## src/hw/rtl/lxc_pkg.sv

```systemverilog
// ----------------------------------------------------------------------------
// lxc_pkg
// Shared widths, chord/step decode table and elaboration-time helpers for
// the lux conversion pipeline.
// ----------------------------------------------------------------------------
package lxc_pkg;

  localparam int RAW_W    = 8;
  localparam int CODE_W   = 7;
  localparam int COUNT_W  = 12;
  localparam int ACC_W    = 32;
  localparam int FACTOR_W = 16;
  localparam int LUX_W    = 11;

  // scale stage constants: f = round(46 * acc / (100 * 2^16))
  localparam int X_W        = 39;
  localparam int Y_W        = 22;
  localparam int P_W        = 45;
  localparam int PROD_W     = 28;
  localparam logic [X_W-1:0] LUX_GAIN   = 39'd46;
  localparam logic [X_W-1:0] ROUND_BIAS = 39'd3276800;
  localparam logic [Y_W-1:0] DEC_DIV    = 22'd100;
  localparam logic [P_W-1:0] DEC_RECIP  = 45'd5368709;
  localparam int RECIP_SHIFT = 29;

  localparam logic [COUNT_W-1:0] CHORD_BASE [8] = '{
    12'd0, 12'd16, 12'd49, 12'd115, 12'd247, 12'd511, 12'd1039, 12'd2095
  };

  typedef struct packed {
    logic zero;
    logic sat;
  } lxc_div_flags_t;

  typedef struct packed {
    logic zero;
    logic one;
  } lxc_pow_flags_t;

  function automatic logic [COUNT_W-1:0] decode_count(input logic [CODE_W-1:0] code);
    logic [2:0]         chord;
    logic [3:0]         step;
    logic [COUNT_W-1:0] offs;
    chord = code[6:4];
    step  = code[3:0];
    offs  = COUNT_W'(step) << chord;
    return CHORD_BASE[chord] + offs;
  endfunction

  function automatic logic [63:0] mul_q32(input logic [63:0] a, input logic [63:0] b);
    logic [63:0] p;
    p = a * b + (64'd1 << 31);
    return p >> 32;
  endfunction

  // exp(-3.13 / 2^frac_bits) in Q0.32, Taylor terms 0..12
  function automatic logic [ACC_W-1:0] step_decay(input int frac_bits);
    logic [63:0] y;
    logic [63:0] t;
    logic [63:0] s;
    y = ((64'd313 << (32 - frac_bits)) + 64'd50) / 64'd100;
    t = 64'd1 << 32;
    s = t;
    t = ((t * y) >> 32) / 64'd1;  s = s - t;
    t = ((t * y) >> 32) / 64'd2;  s = s + t;
    t = ((t * y) >> 32) / 64'd3;  s = s - t;
    t = ((t * y) >> 32) / 64'd4;  s = s + t;
    t = ((t * y) >> 32) / 64'd5;  s = s - t;
    t = ((t * y) >> 32) / 64'd6;  s = s + t;
    t = ((t * y) >> 32) / 64'd7;  s = s - t;
    t = ((t * y) >> 32) / 64'd8;  s = s + t;
    t = ((t * y) >> 32) / 64'd9;  s = s - t;
    t = ((t * y) >> 32) / 64'd10; s = s + t;
    t = ((t * y) >> 32) / 64'd11; s = s - t;
    t = ((t * y) >> 32) / 64'd12; s = s + t;
    if (s >= (64'd1 << 32)) begin
      s = (64'd1 << 32) - 64'd1;
    end
    return s[ACC_W-1:0];
  endfunction

  // decay factor squared k times: weight of ratio bit k
  function automatic logic [ACC_W-1:0] pow_base(input int frac_bits, input int k);
    logic [63:0] b;
    b = 64'(step_decay(frac_bits));
    for (int i = 0; i < k; i++) begin
      b = mul_q32(b, b);
    end
    return b[ACC_W-1:0];
  endfunction

endpackage

```

## src/hw/rtl/lxc_div_cell.sv

```systemverilog
// ----------------------------------------------------------------------------
// lxc_div_cell
// One restoring-division cell: resolves ratio quotient bit IDX.
// ----------------------------------------------------------------------------
module lxc_div_cell #(
  parameter int REM_W = 22,
  parameter int QUO_W = 12,
  parameter int IDX   = 0
) (
  input  logic                          clk,
  input  logic                          rst_n,
  input  logic                          in_valid,
  output logic                          in_ready,
  input  logic [lxc_pkg::COUNT_W-1:0]   in_count0,
  input  logic [REM_W-1:0]              in_rem,
  input  logic [QUO_W-1:0]              in_quo,
  input  lxc_pkg::lxc_div_flags_t       in_flags,
  output logic                          out_valid,
  input  logic                          out_ready,
  output logic [lxc_pkg::COUNT_W-1:0]   out_count0,
  output logic [REM_W-1:0]              out_rem,
  output logic [QUO_W-1:0]              out_quo,
  output lxc_pkg::lxc_div_flags_t       out_flags
);

  localparam int CMP_W = (REM_W > lxc_pkg::COUNT_W + QUO_W) ?
                         REM_W : lxc_pkg::COUNT_W + QUO_W;

  logic                        valid_r;
  logic                        valid_nxt;
  logic                        load;
  logic [CMP_W-1:0]            rem_ext;
  logic [CMP_W-1:0]            dvs;
  logic [lxc_pkg::COUNT_W-1:0] count0_r;
  logic [REM_W-1:0]            rem_r;
  logic [REM_W-1:0]            rem_nxt;
  logic [QUO_W-1:0]            quo_r;
  logic [QUO_W-1:0]            quo_nxt;
  lxc_pkg::lxc_div_flags_t     flags_r;

  assign in_ready  = !valid_r || out_ready;
  assign load      = in_valid && in_ready;
  assign valid_nxt = in_ready ? in_valid : valid_r;

  always_comb begin
    rem_ext = CMP_W'(in_rem);
    dvs     = CMP_W'(in_count0) << IDX;
    rem_nxt = in_rem;
    quo_nxt = in_quo;
    if (!in_flags.sat && (rem_ext >= dvs)) begin
      rem_nxt      = REM_W'(rem_ext - dvs);
      quo_nxt[IDX] = 1'b1;
    end
  end

  always_ff @(posedge clk) begin
    if (!rst_n) begin
      valid_r <= 1'b0;
    end else begin
      valid_r <= valid_nxt;
    end
  end

  always_ff @(posedge clk) begin
    if (load) begin
      count0_r <= in_count0;
      rem_r    <= rem_nxt;
      quo_r    <= quo_nxt;
      flags_r  <= in_flags;
    end
  end

  assign out_valid  = valid_r;
  assign out_count0 = count0_r;
  assign out_rem    = rem_r;
  assign out_quo    = quo_r;
  assign out_flags  = flags_r;

endmodule

```

## config.mk

```make
export PLATFORM = sky130hd
export DESIGN_NAME = lxc_div_cell
export DESIGN_NICKNAME = d
export VERILOG_FILES = /design/src/hw/rtl/lxc_pkg.sv /design/src/hw/rtl/lxc_div_cell.sv
export SDC_FILE = /design/constraint.sdc
export NUM_CORES = 1
export LEC_CHECK = 0
export ABC_AREA = 1
export BUFFER_PORTS_ARGS = -buffer_cell sky130_fd_sc_hd__buf_4
export CAP_MARGIN = 5
export CORE_MARGIN = 5
export CORE_UTILIZATION = 51
export DETAILED_ROUTE_END_ITERATION = 10
export GPL_ROUTABILITY_DRIVEN = 0
export GPL_TIMING_DRIVEN = 0
export PLACE_DENSITY = 0.81
export RECOVER_POWER = 50
export SLEW_MARGIN = 40
export SYNTH_ARGS = -nofsm -noshare
export SYNTH_HDL_FRONTEND = slang
export SYNTH_SLANG_ARGS = --single-unit
export TNS_END_PERCENT = 1
```

## constraint.sdc

```tcl
create_clock -name clk -period 3.5 [get_ports clk]
set_input_delay 0.35 -clock clk [delete_from_list [all_inputs] [get_ports clk]]
set_output_delay 0.35 -clock clk [all_outputs]
set_load 0.02 [all_outputs]
```

==> impl_metrics.yaml <==
drt:
  routed_via_density: 4.927
  drt_first_pass_iters: 4
  routedWlPerCell_um: 13.24
  drc: 0
  drtIter0Drc: 191
  vias: 2833
  drt-total-wl_um: 7612
  final_antenna_net_count: 0
timing:
  worst_slew_pin_slew_ps: 772.9
  skew_ps: 6.000
  hold_viol: 0
  drv_slew: 0
  slew_headroom_pct: 48.47
  max_freq_mhz: 470.7
  post-route-min-period_ps: 2125
  post-route-period-util_pct: 60.70
  fin_hold_ws_ps: 242.9
  fin_tns_setup_ps: 0
  setup-violations-final: 0
  rsz0062_at_grt: "false"
  setup_ws_ps: 1375
pwr:
  power.net_switching_uw: 451.3
  power.density_nw_per_um2: 368.6
  clkPwrFrac_pct: 23.8
  intPower_uw: 979.0
  seq_power_share_pct: 49.5
  p_leak_uw: 0.001908
  power_frac_comb_pct: 26.7
  netSwitchingFraction_pct: 31.55
  vdd_drop_max_mv: 0.1954
worst_setup_path:
  cp.arrival_ps: 2290
  required_ps: 3660
  critPathCaptureType: "flop"
  cp-start-kind: "input port"
  cp_max_fo: 10
  worstSetupPathType: "in2reg"
synthesis:
  synth-edff-count: 48
  synth_cell_type_count: 27
  synthesis.area_um2: 3038
  syn_inst: 388
  ys_seq_area_share_pct: 48.11
  syn_area_per_cell_um2: 7.830
  synthesis.nets: 453
  yosysWarnings: 0
  ys.flop_type: "edfxtp_1"
  synthArstFlopShare_pct: 0
  synth-seq-cells: 49
die:
  die_w_um: 87.18
  start_util_pct: 51.92
  die_h_um: 87.18
  core_um2: 5851
  rows: 28
  io_pins: 102
  dieArea_um2: 7600
clock_network:
  cts_root_buffer: "clkbuf_8"
  clockBufferDepth: 2
  postCtsSetupBuffers: 0
  hold_buffers: 0
  htreeDepth: 2
  clk_pin_slew_worst_paths_ps: 90
  insertion_delay_ps: 300
  cts_resized: 0
  cts_tree: "yes"
  cts_num_sinks: 49
  cts_made_buffers: 5
global_route:
  antenna_found_initial: 0
  grt_pass1_vias: 2927
  overflow: 0
  grt_pass1_wl_um: 12790
  track_usage_pct: 20.94
  grt_max_degree: 20
final_layout:
  nNetsFinal: 564
  num_antenna_cells: 0
  layout_commonest_cell: "nand2_1"
  final_cell_mix: "nand2_1 (176), inv_1 (59), edfxtp_1 (48), buf_4 (47), clkbuf_1 (37)"
  syn_to_final_growth_pct: 27.72
  layout-drive-gt1-share_pct: 19.00
  final_area_um2: 3880
place:
  place_ws_ps: 1093
  place_hpwl_um: 6092
  portBuffers: 101
  place_area_um2: 3946
run:
  maxCapViolCount: 0
run_status:
  status: "complete, no violations"
worst_hold_path:
  hp-class: "in2reg"
cells by family (layout without fill, tap and decap cells):
group                    Yosys count  in the layout  synth area share (%)
buffers and inverters             64            176                 8.361
AO/OA/AOI/OAI                     11             11                 2.224
AND/OR/NAND/NOR                  240            240                 32.54
flip-flops                        49             49                 48.11
adder cells (fa/ha/maj)           13             13                 5.601
XOR/XNOR                          11             11                 3.172
state kept, by name, indices dropped and copies added (netlist names):
register,count
out_rem,22
out_count0,12
out_quo,12
out_flags,2
out_valid,1
critical path, cell delays in order:
cell and delay [ps]:
buf_4 120, inv_1 50, ha_1 150, inv_1 100, fa_1 470, nand2_1 130
nand3_2 90, nand2_1 100, nand2_2 90, o21bai_2 190, buf_2 270, nand2_1 90
nand2_1 90
cells in the mapped netlist (4+ instances only):
master	instances	share of area (%)
nand2_1	176	22
inv_1	59	7.3
edfxtp_1	48	47
nor2_1	29	3.6
nand3_1	14	2.3
ha_1	12	4.9
xor2_1	8	2.3
a21oi_1	5	0.82
nor2_2	5	1.0
nand3b_1	4	0.99
nand4_1	4	0.82
final cells by class:
type | instances | area (µm²)
Buffer | 4 | 28.78
Clock buffer | 6 | 72.57
Clock inverter | 2 | 15.01
Fill cell | 510 | 1971
Inverter | 60 | 225.2
Multi-Input combinational cell | 275 | 1323
Sequential cell | 49 | 1461
Tap cell | 75 | 93.84
Timing Repair Buffer | 104 | 660.6
power groups by stage:
stage	clock network, µW	registers (µW)	logic (µW)
after detailed placement	0	722	406
after CTS	344	709	408
final	341	708	382
after floorplan	0	778	181
after global routing	375	713	422
after global placement	0	724	385
worst paths after layout:
check | startpoint | to | slack, ps | cells after the start
min reg2reg | out_valid | out_valid | 550 | 2
max reg2reg | out_valid | out_rem[20] | 1390 | 3
max | in_rem[0] | out_rem[8] | 1380 | 13
min | in_flags[1] | out_flags[1] | 240 | 1
layer usage:
metal / vias to the layer above / share of wire [%] / global-route usage, % / wire [µm]
li1: 1427 / - / - / -
met2: 101 / 50 / 37.96 / 3820
met5: - / 0 / 0 / 0
met1: 1292 / 41 / 26.03 / 3112
met4: 0 / 1.4 / 5.439 / 104
met3: 13 / 7.6 / 3.027 / 575
per-stage QoR:
| stage | total power [µW] | utilization (%) | std cells |
|---|---|---|---|
| finish | 1430 | 66.32 | 575 |
| global route | 1510 | 66.32 | 575 |
| CTS | 1462 | 68.95 | 575 |
| detailed placement | 1128 | 67.45 | 567 |
| global placement | 1109 | 66.49 | 564 |
| floorplan | 959.1 | - | 388 |
Power figures use the tool's default switching activity.
