===== src/hw/rtl/lxc_pkg.sv =====
// ----------------------------------------------------------------------------
// lxc_pkg
// Shared widths, chord/step decode table and elaboration-time helpers for
// the lux conversion pipeline.
// ----------------------------------------------------------------------------
package lxc_pkg;

  localparam int RAW_W    = 8;
  localparam int CODE_W   = 7;
  localparam int COUNT_W  = 12;
  localparam int ACC_W    = 32;
  localparam int FACTOR_W = 16;
  localparam int LUX_W    = 11;

  // scale stage constants: f = round(46 * acc / (100 * 2^16))
  localparam int X_W        = 39;
  localparam int Y_W        = 22;
  localparam int P_W        = 45;
  localparam int PROD_W     = 28;
  localparam logic [X_W-1:0] LUX_GAIN   = 39'd46;
  localparam logic [X_W-1:0] ROUND_BIAS = 39'd3276800;
  localparam logic [Y_W-1:0] DEC_DIV    = 22'd100;
  localparam logic [P_W-1:0] DEC_RECIP  = 45'd5368709;
  localparam int RECIP_SHIFT = 29;

  localparam logic [COUNT_W-1:0] CHORD_BASE [8] = '{
    12'd0, 12'd16, 12'd49, 12'd115, 12'd247, 12'd511, 12'd1039, 12'd2095
  };

  typedef struct packed {
    logic zero;
    logic sat;
  } lxc_div_flags_t;

  typedef struct packed {
    logic zero;
    logic one;
  } lxc_pow_flags_t;

  function automatic logic [COUNT_W-1:0] decode_count(input logic [CODE_W-1:0] code);
    logic [2:0]         chord;
    logic [3:0]         step;
    logic [COUNT_W-1:0] offs;
    chord = code[6:4];
    step  = code[3:0];
    offs  = COUNT_W'(step) << chord;
    return CHORD_BASE[chord] + offs;
  endfunction

  function automatic logic [63:0] mul_q32(input logic [63:0] a, input logic [63:0] b);
    logic [63:0] p;
    p = a * b + (64'd1 << 31);
    return p >> 32;
  endfunction

  // exp(-3.13 / 2^frac_bits) in Q0.32, Taylor terms 0..12
  function automatic logic [ACC_W-1:0] step_decay(input int frac_bits);
    logic [63:0] y;
    logic [63:0] t;
    logic [63:0] s;
    y = ((64'd313 << (32 - frac_bits)) + 64'd50) / 64'd100;
    t = 64'd1 << 32;
    s = t;
    t = ((t * y) >> 32) / 64'd1;  s = s - t;
    t = ((t * y) >> 32) / 64'd2;  s = s + t;
    t = ((t * y) >> 32) / 64'd3;  s = s - t;
    t = ((t * y) >> 32) / 64'd4;  s = s + t;
    t = ((t * y) >> 32) / 64'd5;  s = s - t;
    t = ((t * y) >> 32) / 64'd6;  s = s + t;
    t = ((t * y) >> 32) / 64'd7;  s = s - t;
    t = ((t * y) >> 32) / 64'd8;  s = s + t;
    t = ((t * y) >> 32) / 64'd9;  s = s - t;
    t = ((t * y) >> 32) / 64'd10; s = s + t;
    t = ((t * y) >> 32) / 64'd11; s = s - t;
    t = ((t * y) >> 32) / 64'd12; s = s + t;
    if (s >= (64'd1 << 32)) begin
      s = (64'd1 << 32) - 64'd1;
    end
    return s[ACC_W-1:0];
  endfunction

  // decay factor squared k times: weight of ratio bit k
  function automatic logic [ACC_W-1:0] pow_base(input int frac_bits, input int k);
    logic [63:0] b;
    b = 64'(step_decay(frac_bits));
    for (int i = 0; i < k; i++) begin
      b = mul_q32(b, b);
    end
    return b[ACC_W-1:0];
  endfunction

endpackage


===== src/hw/rtl/lxc_pow_cell.sv =====
// ----------------------------------------------------------------------------
// lxc_pow_cell
// One square-and-multiply cell: folds the weight of ratio bit IDX into the
// Q0.32 decay product.
// ----------------------------------------------------------------------------
module lxc_pow_cell #(
  parameter int                          RATIO_W = 12,
  parameter int                          IDX     = 0,
  parameter logic [lxc_pkg::ACC_W-1:0]   BASE    = 32'hFFFF_FFFF
) (
  input  logic                        clk,
  input  logic                        rst_n,
  input  logic                        in_valid,
  output logic                        in_ready,
  input  logic [lxc_pkg::COUNT_W-1:0] in_count0,
  input  logic [RATIO_W-1:0]          in_ratio,
  input  logic [lxc_pkg::ACC_W-1:0]   in_acc,
  input  lxc_pkg::lxc_pow_flags_t     in_flags,
  output logic                        out_valid,
  input  logic                        out_ready,
  output logic [lxc_pkg::COUNT_W-1:0] out_count0,
  output logic [RATIO_W-1:0]          out_ratio,
  output logic [lxc_pkg::ACC_W-1:0]   out_acc,
  output lxc_pkg::lxc_pow_flags_t     out_flags
);

  localparam int MUL_W = 2 * lxc_pkg::ACC_W;

  logic                        valid_r;
  logic                        valid_nxt;
  logic                        load;
  logic [MUL_W-1:0]            prod;
  logic [lxc_pkg::COUNT_W-1:0] count0_r;
  logic [RATIO_W-1:0]          ratio_r;
  logic [lxc_pkg::ACC_W-1:0]   acc_r;
  logic [lxc_pkg::ACC_W-1:0]   acc_nxt;
  lxc_pkg::lxc_pow_flags_t     flags_r;
  lxc_pkg::lxc_pow_flags_t     flags_nxt;

  assign in_ready  = !valid_r || out_ready;
  assign load      = in_valid && in_ready;
  assign valid_nxt = in_ready ? in_valid : valid_r;

  always_comb begin
    prod      = MUL_W'(in_acc) * MUL_W'(BASE) + (MUL_W'(1) << (lxc_pkg::ACC_W - 1));
    acc_nxt   = in_acc;
    flags_nxt = in_flags;
    if (in_ratio[IDX]) begin
      flags_nxt.one = 1'b0;
      if (in_flags.one) begin
        acc_nxt = BASE;
      end else begin
        acc_nxt = prod[MUL_W-1:lxc_pkg::ACC_W];
      end
    end
  end

  always_ff @(posedge clk) begin
    if (!rst_n) begin
      valid_r <= 1'b0;
    end else begin
      valid_r <= valid_nxt;
    end
  end

  always_ff @(posedge clk) begin
    if (load) begin
      count0_r <= in_count0;
      ratio_r  <= in_ratio;
      acc_r    <= acc_nxt;
      flags_r  <= flags_nxt;
    end
  end

  assign out_valid  = valid_r;
  assign out_count0 = count0_r;
  assign out_ratio  = ratio_r;
  assign out_acc    = acc_r;
  assign out_flags  = flags_r;

endmodule


===== config.mk =====
export PLATFORM = sky130hd
export DESIGN_NAME = lxc_pow_cell
export DESIGN_NICKNAME = d
export VERILOG_FILES = /design/src/hw/rtl/lxc_pkg.sv /design/src/hw/rtl/lxc_pow_cell.sv
export SDC_FILE = /design/constraint.sdc
export NUM_CORES = 1
export LEC_CHECK = 0
export ABC_CLOCK_PERIOD_IN_PS = 8100
export BUFFER_PORTS_ARGS = -buffer_cell sky130_fd_sc_hd__buf_2
export CAP_MARGIN = 25
export CORE_UTILIZATION = 35
export CTS_BUF_LIST = sky130_fd_sc_hd__clkbuf_16
export DETAILED_ROUTE_END_ITERATION = 7
export PLACE_DENSITY = 0.56
export SLEW_MARGIN = 10
export SYNTH_ARGS = -nofsm -noshare
export SYNTH_HDL_FRONTEND = slang
export SYNTH_SLANG_ARGS = --single-unit

===== constraint.sdc =====
create_clock -name clk -period 8.1 [get_ports clk]
set_input_delay 1.62 -clock clk [delete_from_list [all_inputs] [get_ports clk]]
set_output_delay 1.62 -clock clk [all_outputs]
set_load 0.03 [all_outputs]

==> results.toml <==
[place]
numPortBuffers = 121
dp_hpwl_mm = 61.3
place_area_um2 = 25000
place.gp.congestion = 0.957
pre_cts_slack_ns = -1.06

[global_routing]
grt_max_degree = 59
grt-ovfl-total = 0
grt_pass1_wl_mm = 103
grt.total_usage_pct = 23.3
grt_pass1_vias = 17500
antenna_found_initial = 0

[critical_path]
timing.rr.end = "out_count0[2]$_DFFE_PP_"
crit_fanout = 4
r2r_cells = 3
crit_buf_inv = 7
worst-setup-path-type = "primary input to flip-flop"
cp.required_ns = 8.17
cp-start-kind = "primary input"
endpoint = "out_acc[14]$_DFFE_PP_"
r2r-start = "out_valid$_SDFFE_PN0N_"
crit_family = "adder cells"
arrival_ns = 8.64
crit_cells = 26
cpPeakStageDelay_ns = 0.59
path_common_cell = "fa_1"
endpoint_kind = "flip-flop"
slowest_stage = "fa_2"
critPathLaunch = "in_acc[10]"
rrSetupSlack_ns = 6.57

[detailed_routing]
route.vias.total = 15300
drt-initial-drc-count = 668
antenna_left = 0
totalWireLength_mm = 66.6
vias_per_cell = 4.71
dr.pass1.iters = 7
avgRoutedWirePerCell_um = 20.5
drcViolationCount = 0

[synth]
synth_seq_cells = 59
yosysUniqueCellTypes = 57
syn_avg_cell_area_um2 = 10.6
seq_area_frac_synth_pct = 8.73
ys_warn_count = 0
synth-main-ff-cell = "edfxtp_1"
syn_inst = 1904
synth_edf_count = 58
yosys-top-cells-area = "fa_1 (47%), ha_1 (18%), inv_1 (10%), edfxtp_1 (8.6%), a21oi_1 (2.5%)"
synth_top_cell_area_share_pct = 47.1
async_reset_ff_share_pct = 0
synth_fp_nets = 2729
syn_area_um2 = 20200
yosysMostFrequentCell = "inv_1"
yosysTopAreaCell = "fa_1"
synth_commonest_cells = "inv_1 (559), fa_1 (475), ha_1 (288)"

[sta]
hold_viol = 0
slew_headroom_pct = 41.0
timing.setup.tns_ns = -6.44
skew_ns = 0.00571
max_freq_mhz = 117
period_needed_ns = 8.58
setup_viol = 31
tightest_slew_ns = 0.884
fin_crit_sh_pct = 106
rsz0062_at_grt = "true"
finalWorstSetupSlack_ns = -0.478
slew_violations = 0

[finish]
finalNetCount = 3320
drive_gt1_share_pct = 33.1
antennaDiodeCount = 0
fin_area_um2 = 26700
syn_to_final_growth_pct = 32.5

[floorplanning]
die_area_um2 = 58600
die_h_um = 242
core.rowCount = 87
io_pins = 122
initial_core_util_pct = 35.6
coreArea_um2 = 56700
die_w_um = 242

[flow_run]
cap_violations = 0

[min_path]
hold_class = "flip-flop to flip-flop"

[clock_tree]
cts_buffer_depth = 2
cts_buffers = 9
clock_latency_ns = 0.32
root_buffer = "clkbuf_16"
cts_tree = "built"
cts_max_level = 3
clkSinkCount = 59
clk_pin_slew_worst_paths_ns = 0.05
cts_hold_buffers = 0

[outcome]
outcome = "finished with violations"
violations = "negative setup slack"
## through the flow
stage	hold slack (ns)	util, %	instances
2_1_floorplan	0.885	-	1904
3_3_place_gp	0.509	44.1	3196
3_5_place_dp	0.541	44.1	3196
4_1_cts	0.549	46.1	3238
5_1_grt	0.585	47.2	3256
6_report	0.549	47.2	3256
## cell usage in the layout, fill, tap and decap left out, types with 10 or more instances in the layout
cell      count
a21o_1       27
a21oi_1      79
a21oi_2      15
buf_2       107
buf_4       463
buf_6        24
edfxtp_1     58
fa_1        424
fa_2         51
ha_1        268
ha_4         19
inv_1       515
inv_2        39
nand2_1      42
nand3_1      17
nand4_1      10
nor2_1       55
o21a_1       10
o21ai_0      23
o21bai_1     10
xnor2_1      28
xor2_1       30
## worst min-delay path by stage
stage | slack (ns) | to | from | cells past startpoint
finish | 0.55 | out_valid$_SDFFE_PN0N_ | out_valid$_SDFFE_PN0N_ | 2
global route | 0.59 | out_valid$_SDFFE_PN0N_ | out_valid$_SDFFE_PN0N_ | 2
CTS | 0.55 | out_valid$_SDFFE_PN0N_ | out_valid$_SDFFE_PN0N_ | 2
detailed placement | 0.54 | out_valid$_SDFFE_PN0N_ | out_valid$_SDFFE_PN0N_ | 2
global placement | 0.51 | out_valid$_SDFFE_PN0N_ | out_valid$_SDFFE_PN0N_ | 2
floorplan | 0.88 | out_valid$_SDFFE_PN0N_ | out_valid$_SDFFE_PN0N_ | 2
## state kept, by name (all words and copies together) (netlist names)
name,cells
out_acc,32
out_count0,12
out_ratio,12
out_flags,2
out_valid,1
## cell families after synthesis
logic type	after synthesis	share of synthesized area, %
DFF	59	8.73
xor gates and xnor gates	75	3.26
AOI/OAI and AO/OA	236	7.43
muxes	1	0.0496
and+or+nand+nor	184	4.56
adders and majority gates	766	65.1
buffers and inverters	583	10.8
## metal layers
layer	vias up	track usage [%]	share of wire (%)
li1	7094	-	-
met1	7926	30.9	44
met2	257	41.6	51
met3	58	1.37	2.7
met4	0	5.47	3.0
met5	-	0	0
## layout make-up
| type | instances | area (µm²) |
|---|---|---|
| Inverter | 559 | 2120 |
| Multi-Input combinational cell | 1262 | 17200 |
| Tap cell | 756 | 946 |
| Timing Repair Buffer | 604 | 4440 |
| Clock buffer | 9 | 225 |
| Clock inverter | 7 | 85.1 |
| Fill cell | 5355 | 30000 |
| Sequential cell | 59 | 1760 |
## timing repair
item | CTS | global route
pin swaps | 69 | 77
setup buffers | 28 | 25
gates resized for setup | 154 | 105
endpoints found under the setup margin | 32 | 32
## worst min-delay path, cell delays in order, from the launching register on
cell and delay [ns]:
dfxtp_1 0.31, nand2b_1 0.10, a21boi_0 0.09
Power is not shown: default switching activity piles up to over one toggle a cycle in this logic, so the estimate is an artifact.
