--- src/hw/rtl/lxc_pkg.sv ---
// ----------------------------------------------------------------------------
// lxc_pkg
// Shared widths, chord/step decode table and elaboration-time helpers for
// the lux conversion pipeline.
// ----------------------------------------------------------------------------
package lxc_pkg;

  localparam int RAW_W    = 8;
  localparam int CODE_W   = 7;
  localparam int COUNT_W  = 12;
  localparam int ACC_W    = 32;
  localparam int FACTOR_W = 16;
  localparam int LUX_W    = 11;

  // scale stage constants: f = round(46 * acc / (100 * 2^16))
  localparam int X_W        = 39;
  localparam int Y_W        = 22;
  localparam int P_W        = 45;
  localparam int PROD_W     = 28;
  localparam logic [X_W-1:0] LUX_GAIN   = 39'd46;
  localparam logic [X_W-1:0] ROUND_BIAS = 39'd3276800;
  localparam logic [Y_W-1:0] DEC_DIV    = 22'd100;
  localparam logic [P_W-1:0] DEC_RECIP  = 45'd5368709;
  localparam int RECIP_SHIFT = 29;

  localparam logic [COUNT_W-1:0] CHORD_BASE [8] = '{
    12'd0, 12'd16, 12'd49, 12'd115, 12'd247, 12'd511, 12'd1039, 12'd2095
  };

  typedef struct packed {
    logic zero;
    logic sat;
  } lxc_div_flags_t;

  typedef struct packed {
    logic zero;
    logic one;
  } lxc_pow_flags_t;

  function automatic logic [COUNT_W-1:0] decode_count(input logic [CODE_W-1:0] code);
    logic [2:0]         chord;
    logic [3:0]         step;
    logic [COUNT_W-1:0] offs;
    chord = code[6:4];
    step  = code[3:0];
    offs  = COUNT_W'(step) << chord;
    return CHORD_BASE[chord] + offs;
  endfunction

  function automatic logic [63:0] mul_q32(input logic [63:0] a, input logic [63:0] b);
    logic [63:0] p;
    p = a * b + (64'd1 << 31);
    return p >> 32;
  endfunction

  // exp(-3.13 / 2^frac_bits) in Q0.32, Taylor terms 0..12
  function automatic logic [ACC_W-1:0] step_decay(input int frac_bits);
    logic [63:0] y;
    logic [63:0] t;
    logic [63:0] s;
    y = ((64'd313 << (32 - frac_bits)) + 64'd50) / 64'd100;
    t = 64'd1 << 32;
    s = t;
    t = ((t * y) >> 32) / 64'd1;  s = s - t;
    t = ((t * y) >> 32) / 64'd2;  s = s + t;
    t = ((t * y) >> 32) / 64'd3;  s = s - t;
    t = ((t * y) >> 32) / 64'd4;  s = s + t;
    t = ((t * y) >> 32) / 64'd5;  s = s - t;
    t = ((t * y) >> 32) / 64'd6;  s = s + t;
    t = ((t * y) >> 32) / 64'd7;  s = s - t;
    t = ((t * y) >> 32) / 64'd8;  s = s + t;
    t = ((t * y) >> 32) / 64'd9;  s = s - t;
    t = ((t * y) >> 32) / 64'd10; s = s + t;
    t = ((t * y) >> 32) / 64'd11; s = s - t;
    t = ((t * y) >> 32) / 64'd12; s = s + t;
    if (s >= (64'd1 << 32)) begin
      s = (64'd1 << 32) - 64'd1;
    end
    return s[ACC_W-1:0];
  endfunction

  // decay factor squared k times: weight of ratio bit k
  function automatic logic [ACC_W-1:0] pow_base(input int frac_bits, input int k);
    logic [63:0] b;
    b = 64'(step_decay(frac_bits));
    for (int i = 0; i < k; i++) begin
      b = mul_q32(b, b);
    end
    return b[ACC_W-1:0];
  endfunction

endpackage

--- src/hw/rtl/lxc_scale.sv ---
// ----------------------------------------------------------------------------
// lxc_scale
// Four-stage tail: rounds the decay product to the Q0.16 lux factor,
// multiplies by the visible count and holds the result register.
// ----------------------------------------------------------------------------
module lxc_scale (
  input  logic                        clk,
  input  logic                        rst_n,
  input  logic                        in_valid,
  output logic                        in_ready,
  input  logic [lxc_pkg::COUNT_W-1:0] in_count0,
  input  logic [lxc_pkg::ACC_W-1:0]   in_acc,
  input  lxc_pkg::lxc_pow_flags_t     in_flags,
  output logic                        out_valid,
  input  logic                        out_ready,
  output logic [lxc_pkg::LUX_W-1:0]   out_lux,
  output logic                        out_zero
);

  localparam int X_W    = lxc_pkg::X_W;
  localparam int Y_W    = lxc_pkg::Y_W;
  localparam int P_W    = lxc_pkg::P_W;
  localparam int F_W    = lxc_pkg::FACTOR_W;
  localparam int C_W    = lxc_pkg::COUNT_W;
  localparam int PROD_W = lxc_pkg::PROD_W;

  logic va_r, vb_r, vc_r, vd_r;
  logic va_nxt, vb_nxt, vc_nxt, vd_nxt;
  logic rdy_a, rdy_b, rdy_c, rdy_d;
  logic load_a, load_b, load_c, load_d;

  logic [X_W-1:0]    x_a;
  logic [Y_W-1:0]    y_a_r;
  logic [C_W-1:0]    c0_a_r;
  logic              z_a_r;

  logic [P_W-1:0]    p_b;
  logic [F_W-1:0]    q_b_r;
  logic [Y_W-1:0]    y_b_r;
  logic [C_W-1:0]    c0_b_r;
  logic              z_b_r;

  logic [Y_W-1:0]    r_c;
  logic [F_W-1:0]    f_c_nxt;
  logic [F_W-1:0]    f_c_r;
  logic [C_W-1:0]    c0_c_r;
  logic              z_c_r;

  logic [PROD_W-1:0]         prod_d;
  logic [lxc_pkg::LUX_W-1:0] lux_d_nxt;
  logic [lxc_pkg::LUX_W-1:0] lux_d_r;
  logic                      zero_d_r;

  assign rdy_d    = !vd_r || out_ready;
  assign rdy_c    = !vc_r || rdy_d;
  assign rdy_b    = !vb_r || rdy_c;
  assign rdy_a    = !va_r || rdy_b;
  assign in_ready = rdy_a;

  assign load_a = in_valid && rdy_a;
  assign load_b = va_r && rdy_b;
  assign load_c = vb_r && rdy_c;
  assign load_d = vc_r && rdy_d;

  assign va_nxt = rdy_a ? in_valid : va_r;
  assign vb_nxt = rdy_b ? va_r : vb_r;
  assign vc_nxt = rdy_c ? vb_r : vc_r;
  assign vd_nxt = rdy_d ? vc_r : vd_r;

  always_comb begin
    x_a     = X_W'({in_flags.one, in_acc}) * lxc_pkg::LUX_GAIN + lxc_pkg::ROUND_BIAS;
    p_b     = P_W'(y_a_r) * lxc_pkg::DEC_RECIP;
    r_c     = y_b_r - Y_W'(Y_W'(q_b_r) * lxc_pkg::DEC_DIV);
    f_c_nxt = (r_c >= lxc_pkg::DEC_DIV) ? F_W'(q_b_r + F_W'(1)) : q_b_r;
    prod_d  = PROD_W'(c0_c_r) * PROD_W'(f_c_r);
    lux_d_nxt = z_c_r ? '0 : prod_d[F_W +: lxc_pkg::LUX_W];
  end

  always_ff @(posedge clk) begin
    if (!rst_n) begin
      va_r <= 1'b0;
      vb_r <= 1'b0;
      vc_r <= 1'b0;
      vd_r <= 1'b0;
    end else begin
      va_r <= va_nxt;
      vb_r <= vb_nxt;
      vc_r <= vc_nxt;
      vd_r <= vd_nxt;
    end
  end

  always_ff @(posedge clk) begin
    if (load_a) begin
      y_a_r  <= x_a[16 +: Y_W];
      c0_a_r <= in_count0;
      z_a_r  <= in_flags.zero;
    end
    if (load_b) begin
      q_b_r  <= p_b[lxc_pkg::RECIP_SHIFT +: F_W];
      y_b_r  <= y_a_r;
      c0_b_r <= c0_a_r;
      z_b_r  <= z_a_r;
    end
    if (load_c) begin
      f_c_r  <= f_c_nxt;
      c0_c_r <= c0_b_r;
      z_c_r  <= z_b_r;
    end
    if (load_d) begin
      lux_d_r  <= lux_d_nxt;
      zero_d_r <= z_c_r;
    end
  end

  assign out_valid = vd_r;
  assign out_lux   = lux_d_r;
  assign out_zero  = zero_d_r;

endmodule

--- config.mk ---
export PLATFORM = sky130hd
export DESIGN_NAME = lxc_scale
export DESIGN_NICKNAME = d
export VERILOG_FILES = /design/src/hw/rtl/lxc_pkg.sv /design/src/hw/rtl/lxc_scale.sv
export SDC_FILE = /design/constraint.sdc
export NUM_CORES = 1
export LEC_CHECK = 0
export BUFFER_PORTS_ARGS = -buffer_cell sky130_fd_sc_hd__clkbuf_2
export CAP_MARGIN = 40
export CELL_PAD_IN_SITES_DETAIL_PLACEMENT = 0
export CELL_PAD_IN_SITES_GLOBAL_PLACEMENT = 1
export CORE_ASPECT_RATIO = 1.25
export CORE_MARGIN = 1.5
export CORE_UTILIZATION = 40
export DETAILED_ROUTE_END_ITERATION = 10
export PLACE_DENSITY_LB_ADDON = 0.12
export SLEW_MARGIN = 20
export SYNTH_ARGS = -nofsm -noshare
export SYNTH_HDL_FRONTEND = slang
export SYNTH_SLANG_ARGS = --single-unit
--- constraint.sdc ---
create_clock -name clk -period 18.3 [get_ports clk]
set_clock_uncertainty 0.05 [all_clocks]
set_input_delay 3.66 -clock clk [delete_from_list [all_inputs] [get_ports clk]]
set_output_delay 3.66 -clock clk [all_outputs]
set_load 0.005 [all_outputs]
==> flow_summary_export.csv, run 1 <==
group,metric,value,unit
worst_setup_path,arrival,4.70,ns
worst_setup_path,crit_start,"out_ready",
grt,grt_pass1_wl,95050,um
grt,grt.met2_usage,38.76,%
synth,synth.net_count,3327,
hold_path,min_path_type,"reg2reg",
synth,synth_top_area_cell,"fa_1",
placed_design,port_buffers,63,
worst_setup_path,worstSetupPathType,"in2out",
placed_design,place_hpwl,50310,um
clock_network,cts_hold_buf,0,
synth,synth_edf_count,125,
worst_setup_path,cp.required,14.59,ns
routing,via_per_inst,4.940,
grt,grt_overflow_total,0,
clock_network,cts_tree,"yes",
routing,drtIter0Drc,483,
grt,use_met1,21.90,%
sta,relSlewSlack,45.07,%
synth,ys_types,87,
grt,grtUsageMet3,1.301,%
routing,routed_wl,57530,um
grt,antenna_found_initial,0,
placed_design,place_congestion,0.9019,
finish,antenna_cells,0,
floorplanning,core,60660,um2
sta,finalMaxSlewViolations,0,
synth,synthFlopType,"edfxtp_1",
sta,rsz0062_at_grt,"no",
sta,fin_crit,8.410,ns
synth,synth.cell_area,24510,um2
synth,synth_area_per_cell,9.848,um2
grt,grt_pass1_vias,18190,
floorplanning,boundaryPins,64,
hold_path,holdCritStartpoint,"c0_a_r[11]",
grt,grt.busiest_layer,"met2",
clock_network,clock-sinks,129,
routing,ant_nets,0,
worst_setup_path,crit_fanout,6,
finish,nets,3375,
grt,grt_usage,19.40,%
worst_setup_path,crit_path_start_kind,"input port",
clock_network,cts_resized,0,
floorplanning,placementRows,101,
floorplanning,dieArea,62780,um2
clock_network,htreeDepth,4,
floorplanning,die_height,279.8,um
worst_setup_path,crit_path_end_kind,"primary output",
clock_network,cts_made_buffers,17,
synth,syn_inst,2489,
grt,grt_max_degree,50,
routing,drc,0,
synth,ys_top_cells_by_area,"fa_1 (31%), ha_1 (21%), edfxtp_1 (15%), inv_1 (9.9%), nand2_1 (3.0%)",
sta,fin_crit_sh,45.96,%
sta,max_freq,118.9,MHz
clock_network,clockBufferDepth,2,
clock_network,clock_latency,0.44,ns
routing,wl_per_cell,17.32,um
sta,hold_viol,0,
synth,yosysSeqAreaShare,15.64,%
synth,netlist.area_leader.share,30.63,%
run,maxCapViolCount,0,
floorplanning,start_util,40.41,%
sta,setup_viol,0,
sta,worst_pin_slew,0.8153,ns
clock_network,clk_pin_slew_worst_paths,0.06,ns
routing,drt_pass1_iterations,4,
synth,ys_top_cells_by_count,"inv_1 (645), ha_1 (413), fa_1 (375)",
run_status,status,"finished clean",
synth,async_reset_ff_share,0,%
finish,drive_above_1_share,5.296,%
synth,synth_warnings,0,
worst_setup_path,rr_startpoint,"y_a_r[8]",
routing,vias,16410,
clock_network,ctsRootBufferMaster,"clkbuf_16",
clock_network,post_cts_buffers,0,
synth,synth_seq_cells,129,
floorplanning,die_x,224.4,um
sta,setup_tns,0,ns
finish,synthToLayoutAreaGrowth,7.192,%
synth,yosysMostFrequentCell,"inv_1",
registers in the layout, summed over array words and instances (netlist names), 11 cells and up:
register  cells
c0_c_r       12
y_a_r        22
out_lux      11
q_b_r        16
c0_a_r       12
y_b_r        20
f_c_r        16
c0_b_r       12
metrics by stage:
step	area (um2)	util, %	setup slack [ns]	hold slack [ns]	std cells
floorplan	24510	-	10.18	0.3503	2489
global placement	25690	42.35	9.558	0.3535	3289
detailed placement	25690	42.36	9.527	0.3557	3290
CTS	26280	43.32	9.864	0.3697	3321
global route	26280	43.32	9.778	0.3816	3321
finish	26280	43.32	9.890	0.3674	3321
routing by layer:
metal,vias up,routed length [um]
li1,8035,-
met1,8139,23110
met2,173,32280
met3,58,886
met4,0,1252
met5,-,0
critical path, stage by stage:
cell,delay [ns]
clkbuf_2,0.08
nor2b_1,0.17
and2_0,0.46
nand3_1,0.18
clkbuf_2,0.14
kinds of logic after synthesis:
group	Yosys count	synth area share (%)
XOR/XNOR	104	3.747
AO/OA/AOI/OAI	294	8.285
AND/OR/NAND/NOR	486	9.857
multiplexers	5	0.2399
flip-flops	129	15.64
buffers and inverters	683	10.53
adder cells (fa/ha/maj)	788	51.71
area by class of cell:
class | instances | area [um2]
clock buffers | 17 | 425.4
repair buffers | 67 | 345.3
clock inverters | 14 | 156.4
multi-input cells | 1677 | 18130
flip-flops and latches | 129 | 3834
inverters | 645 | 2421
fillers | 5945 | 34380
well taps | 772 | 965.9
path summary, 6_finish.rpt:
kind           endpoint  slack [ns]  depth (start not counted)
min reg2reg  c0_b_r[11]        0.37                          0
max reg2reg    q_b_r[9]       10.76                         21
max            in_ready        9.89                          5
min          c0_b_r[11]        0.37                          0
cells in the final DEF, fill, tap and decap left out, types with 6 or more instances in the layout:
cell type and count:
and2_1 78, nor2_1 65, o31ai_1 6, ha_1 413, clkbuf_16 17, a21o_1 33, nor2b_1 15, o211ai_1 13
xnor2_1 70, clkbuf_2 63, fa_1 375, inv_1 645, a31oi_1 6, and4_1 7, o21bai_1 11, o21ai_0 46
nand3_1 32, o21a_1 17, xor2_1 33, nand2b_1 15, edfxtp_1 125, a211oi_1 7, nor3_1 15, nor4_1 7
and3_1 9, a21oi_1 80, nand4_1 19, nand2_1 195, o21ai_1 13
Power of run 1 is not shown: default switching activity piles up to over one toggle a cycle in this logic, so the estimate is an artifact.
==> inputs of run 2 (changes only) <==
==> constraint.sdc (replaced) <==
create_clock -name clk -period 7.9 [get_ports clk]
set_clock_uncertainty 0.05 [all_clocks]
set_input_delay 1.58 -clock clk [delete_from_list [all_inputs] [get_ports clk]]
set_output_delay 1.58 -clock clk [all_outputs]
set_load 0.005 [all_outputs]
==> flow_summary_export.csv, run 2 (same netlist as run 1, synthesis figures left out) <==
group,metric,value,unit
clock_network,clock_latency,0.46,ns
placed_design,port_buffers,63,
clock_network,cts_hold_buf,0,
sta,hold_viol,0,
finish,nets,3377,
floorplanning,boundaryPins,64,
hold_path,holdCritStartpoint,"c0_b_r[2]",
sta,holdWs,0.3674,ns
floorplanning,die_x,224.4,um
finish,top_regs,"y_a_r x22, y_b_r x20",
worst_setup_path,crit_path_start_kind,"flip-flop",
clock_network,clockBufferDepth,2,
worst_setup_path,arrival,7.39,ns
worst_setup_path,crit_fanout,9,
sta,rsz0062_at_grt,"no",
sta,fin_crit,7.253,ns
worst_setup_path,cp_slowest_cell,"fa_1",
grt,grt_pass1_vias,18370,
finish,final_common_cell,"inv_1",
finish,antenna_cells,0,
finish,largest_reg_flops,22,
worst_setup_path,rr_endpoint,"q_b_r[15]",
worst_setup_path,crit_path_end_kind,"flip-flop",
grt,grt_pass1_wl,96800,um
hold_path,hold_path_depth,0,
worst_setup_path,cp_num_cells,25,
grt,grt_overflow_total,0,
sta,setup_viol,0,
worst_setup_path,crit_start,"y_a_r[5]",
floorplanning,die_height,279.8,um
worst_setup_path,crit_top_cell,"fa_1",
clock_network,post_cts_buffers,0,
routing,vias,16410,
worst_setup_path,rrSetupSlack,0.65,ns
grt,antenna_found_initial,0,
hold_path,min_path_type,"reg2reg",
sta,fin_crit_sh,91.81,%
clock_network,cts_resized,0,
sta,setup_tns,0,ns
floorplanning,placementRows,101,
routing,drtIter0Drc,479,
finish,top_register,"y_a_r",
run_status,status,"finished clean",
finish,seqCellArea,3834,um2
worst_setup_path,cp.required,8.04,ns
routing,ant_nets,0,
finish,mostFrequentLayoutCells,"inv_1 (645), ha_1 (413), fa_1 (375), nand2_1 (195), edfxtp_1 (125)",
finish,synthToLayoutAreaGrowth,7.314,%
floorplanning,start_util,40.41,%
finish,fillers,5949,
grt,grt_max_degree,50,
floorplanning,core,60660,um2
worst_setup_path,critPathMaxStageDelay,0.61,ns
clock_network,ctsRootBufferMaster,"clkbuf_16",
clock_network,cts_made_buffers,17,
clock_network,htreeDepth,4,
routing,drc,0,
clock_network,cts_tree,"yes",
sta,worst_pin_slew,0.7735,ns
finish,drive_above_1_share,5.408,%
grt,grt_usage,20.00,%
routing,wl_per_cell,17.93,um
sta,relSlewSlack,48.43,%
worst_setup_path,rr_startpoint,"y_a_r[5]",
floorplanning,dieArea,62780,um2
worst_setup_path,worstSetupPathType,"reg2reg",
sta,finalMaxSlewViolations,0,
clock_network,clock-sinks,129,
routing,routed_wl,59600,um
placed_design,place_congestion,0.8428,
run,maxCapViolCount,0,
worst_setup_path,crit_family,"adder cells",
placed_design,place_hpwl,52220,um
sta,max_freq,137.9,MHz
routing,drt_pass1_iterations,5,
clock_network,clk_pin_slew_worst_paths,0.06,ns
worst_setup_path,r2r_cells,25,
routing,via_per_inst,4.938,
worst_setup_path,cp_num_buf_inv,6,
hold_path,hold_path_end,"c0_c_r[2]",
finish,multi_input_area,18130,um2
-- run 2: cell count changes in the layout (fill, tap and decap cells not counted) --
cell and change:
inv_8 +1, inv_6 +1, clkinv_2 -1, buf_4 +2
-- run 2: cell type report --
cell class,count,area share [%]
Timing Repair Buffer,69,1.370
Clock inverter,15,0.6516
Sequential cell,129,14.57
Clock buffer,17,1.617
Inverter,645,9.204
Tap cell,772,3.672
Multi-Input combinational cell,1677,68.91
-- run 2: worst reg2reg max path, delay by kind of cell (launching register included) --
| kind | cells | cell delay, ns |
|---|---|---|
| adders and majority gates | 8 | 3.79 |
| buffers and inverters | 6 | 0.30 |
| DFF | 1 | 0.58 |
| xor gates and xnor gates | 1 | 0.12 |
| and+or+nand+nor | 1 | 0.10 |
| AOI/OAI and AO/OA | 9 | 2.07 |
-- run 2: worst max-delay path by stage --
stage                     end  slack (ns)
finish              q_b_r[15]        0.65
global route        q_b_r[15]        0.07
CTS                 q_b_r[15]        0.60
detailed placement  q_b_r[15]        0.62
global placement    q_b_r[15]        0.77
floorplan           q_b_r[15]        1.19
-- run 2: per-stage QoR --
stage	instance area (um2)	instances	worst slack (ns)	utilization, %
floorplan	24510	2489	1.194	-
global route	26310	3324	0.07264	43.37
global placement	25700	3291	0.7662	42.37
detailed placement	25710	3292	0.6158	42.38
CTS	26310	3324	0.5969	43.37
finish	26310	3324	0.6468	43.37
-- run 2: metal layers --
layer  wire, um  up-vias  track usage (%)
met2      33120      162            39.64
met5          0        -                0
met1      23900     8159            21.98
li1           -     8027                -
met4       1821        0            6.746
met3        745       66            1.699
Power of run 2 is left out for the same reason.
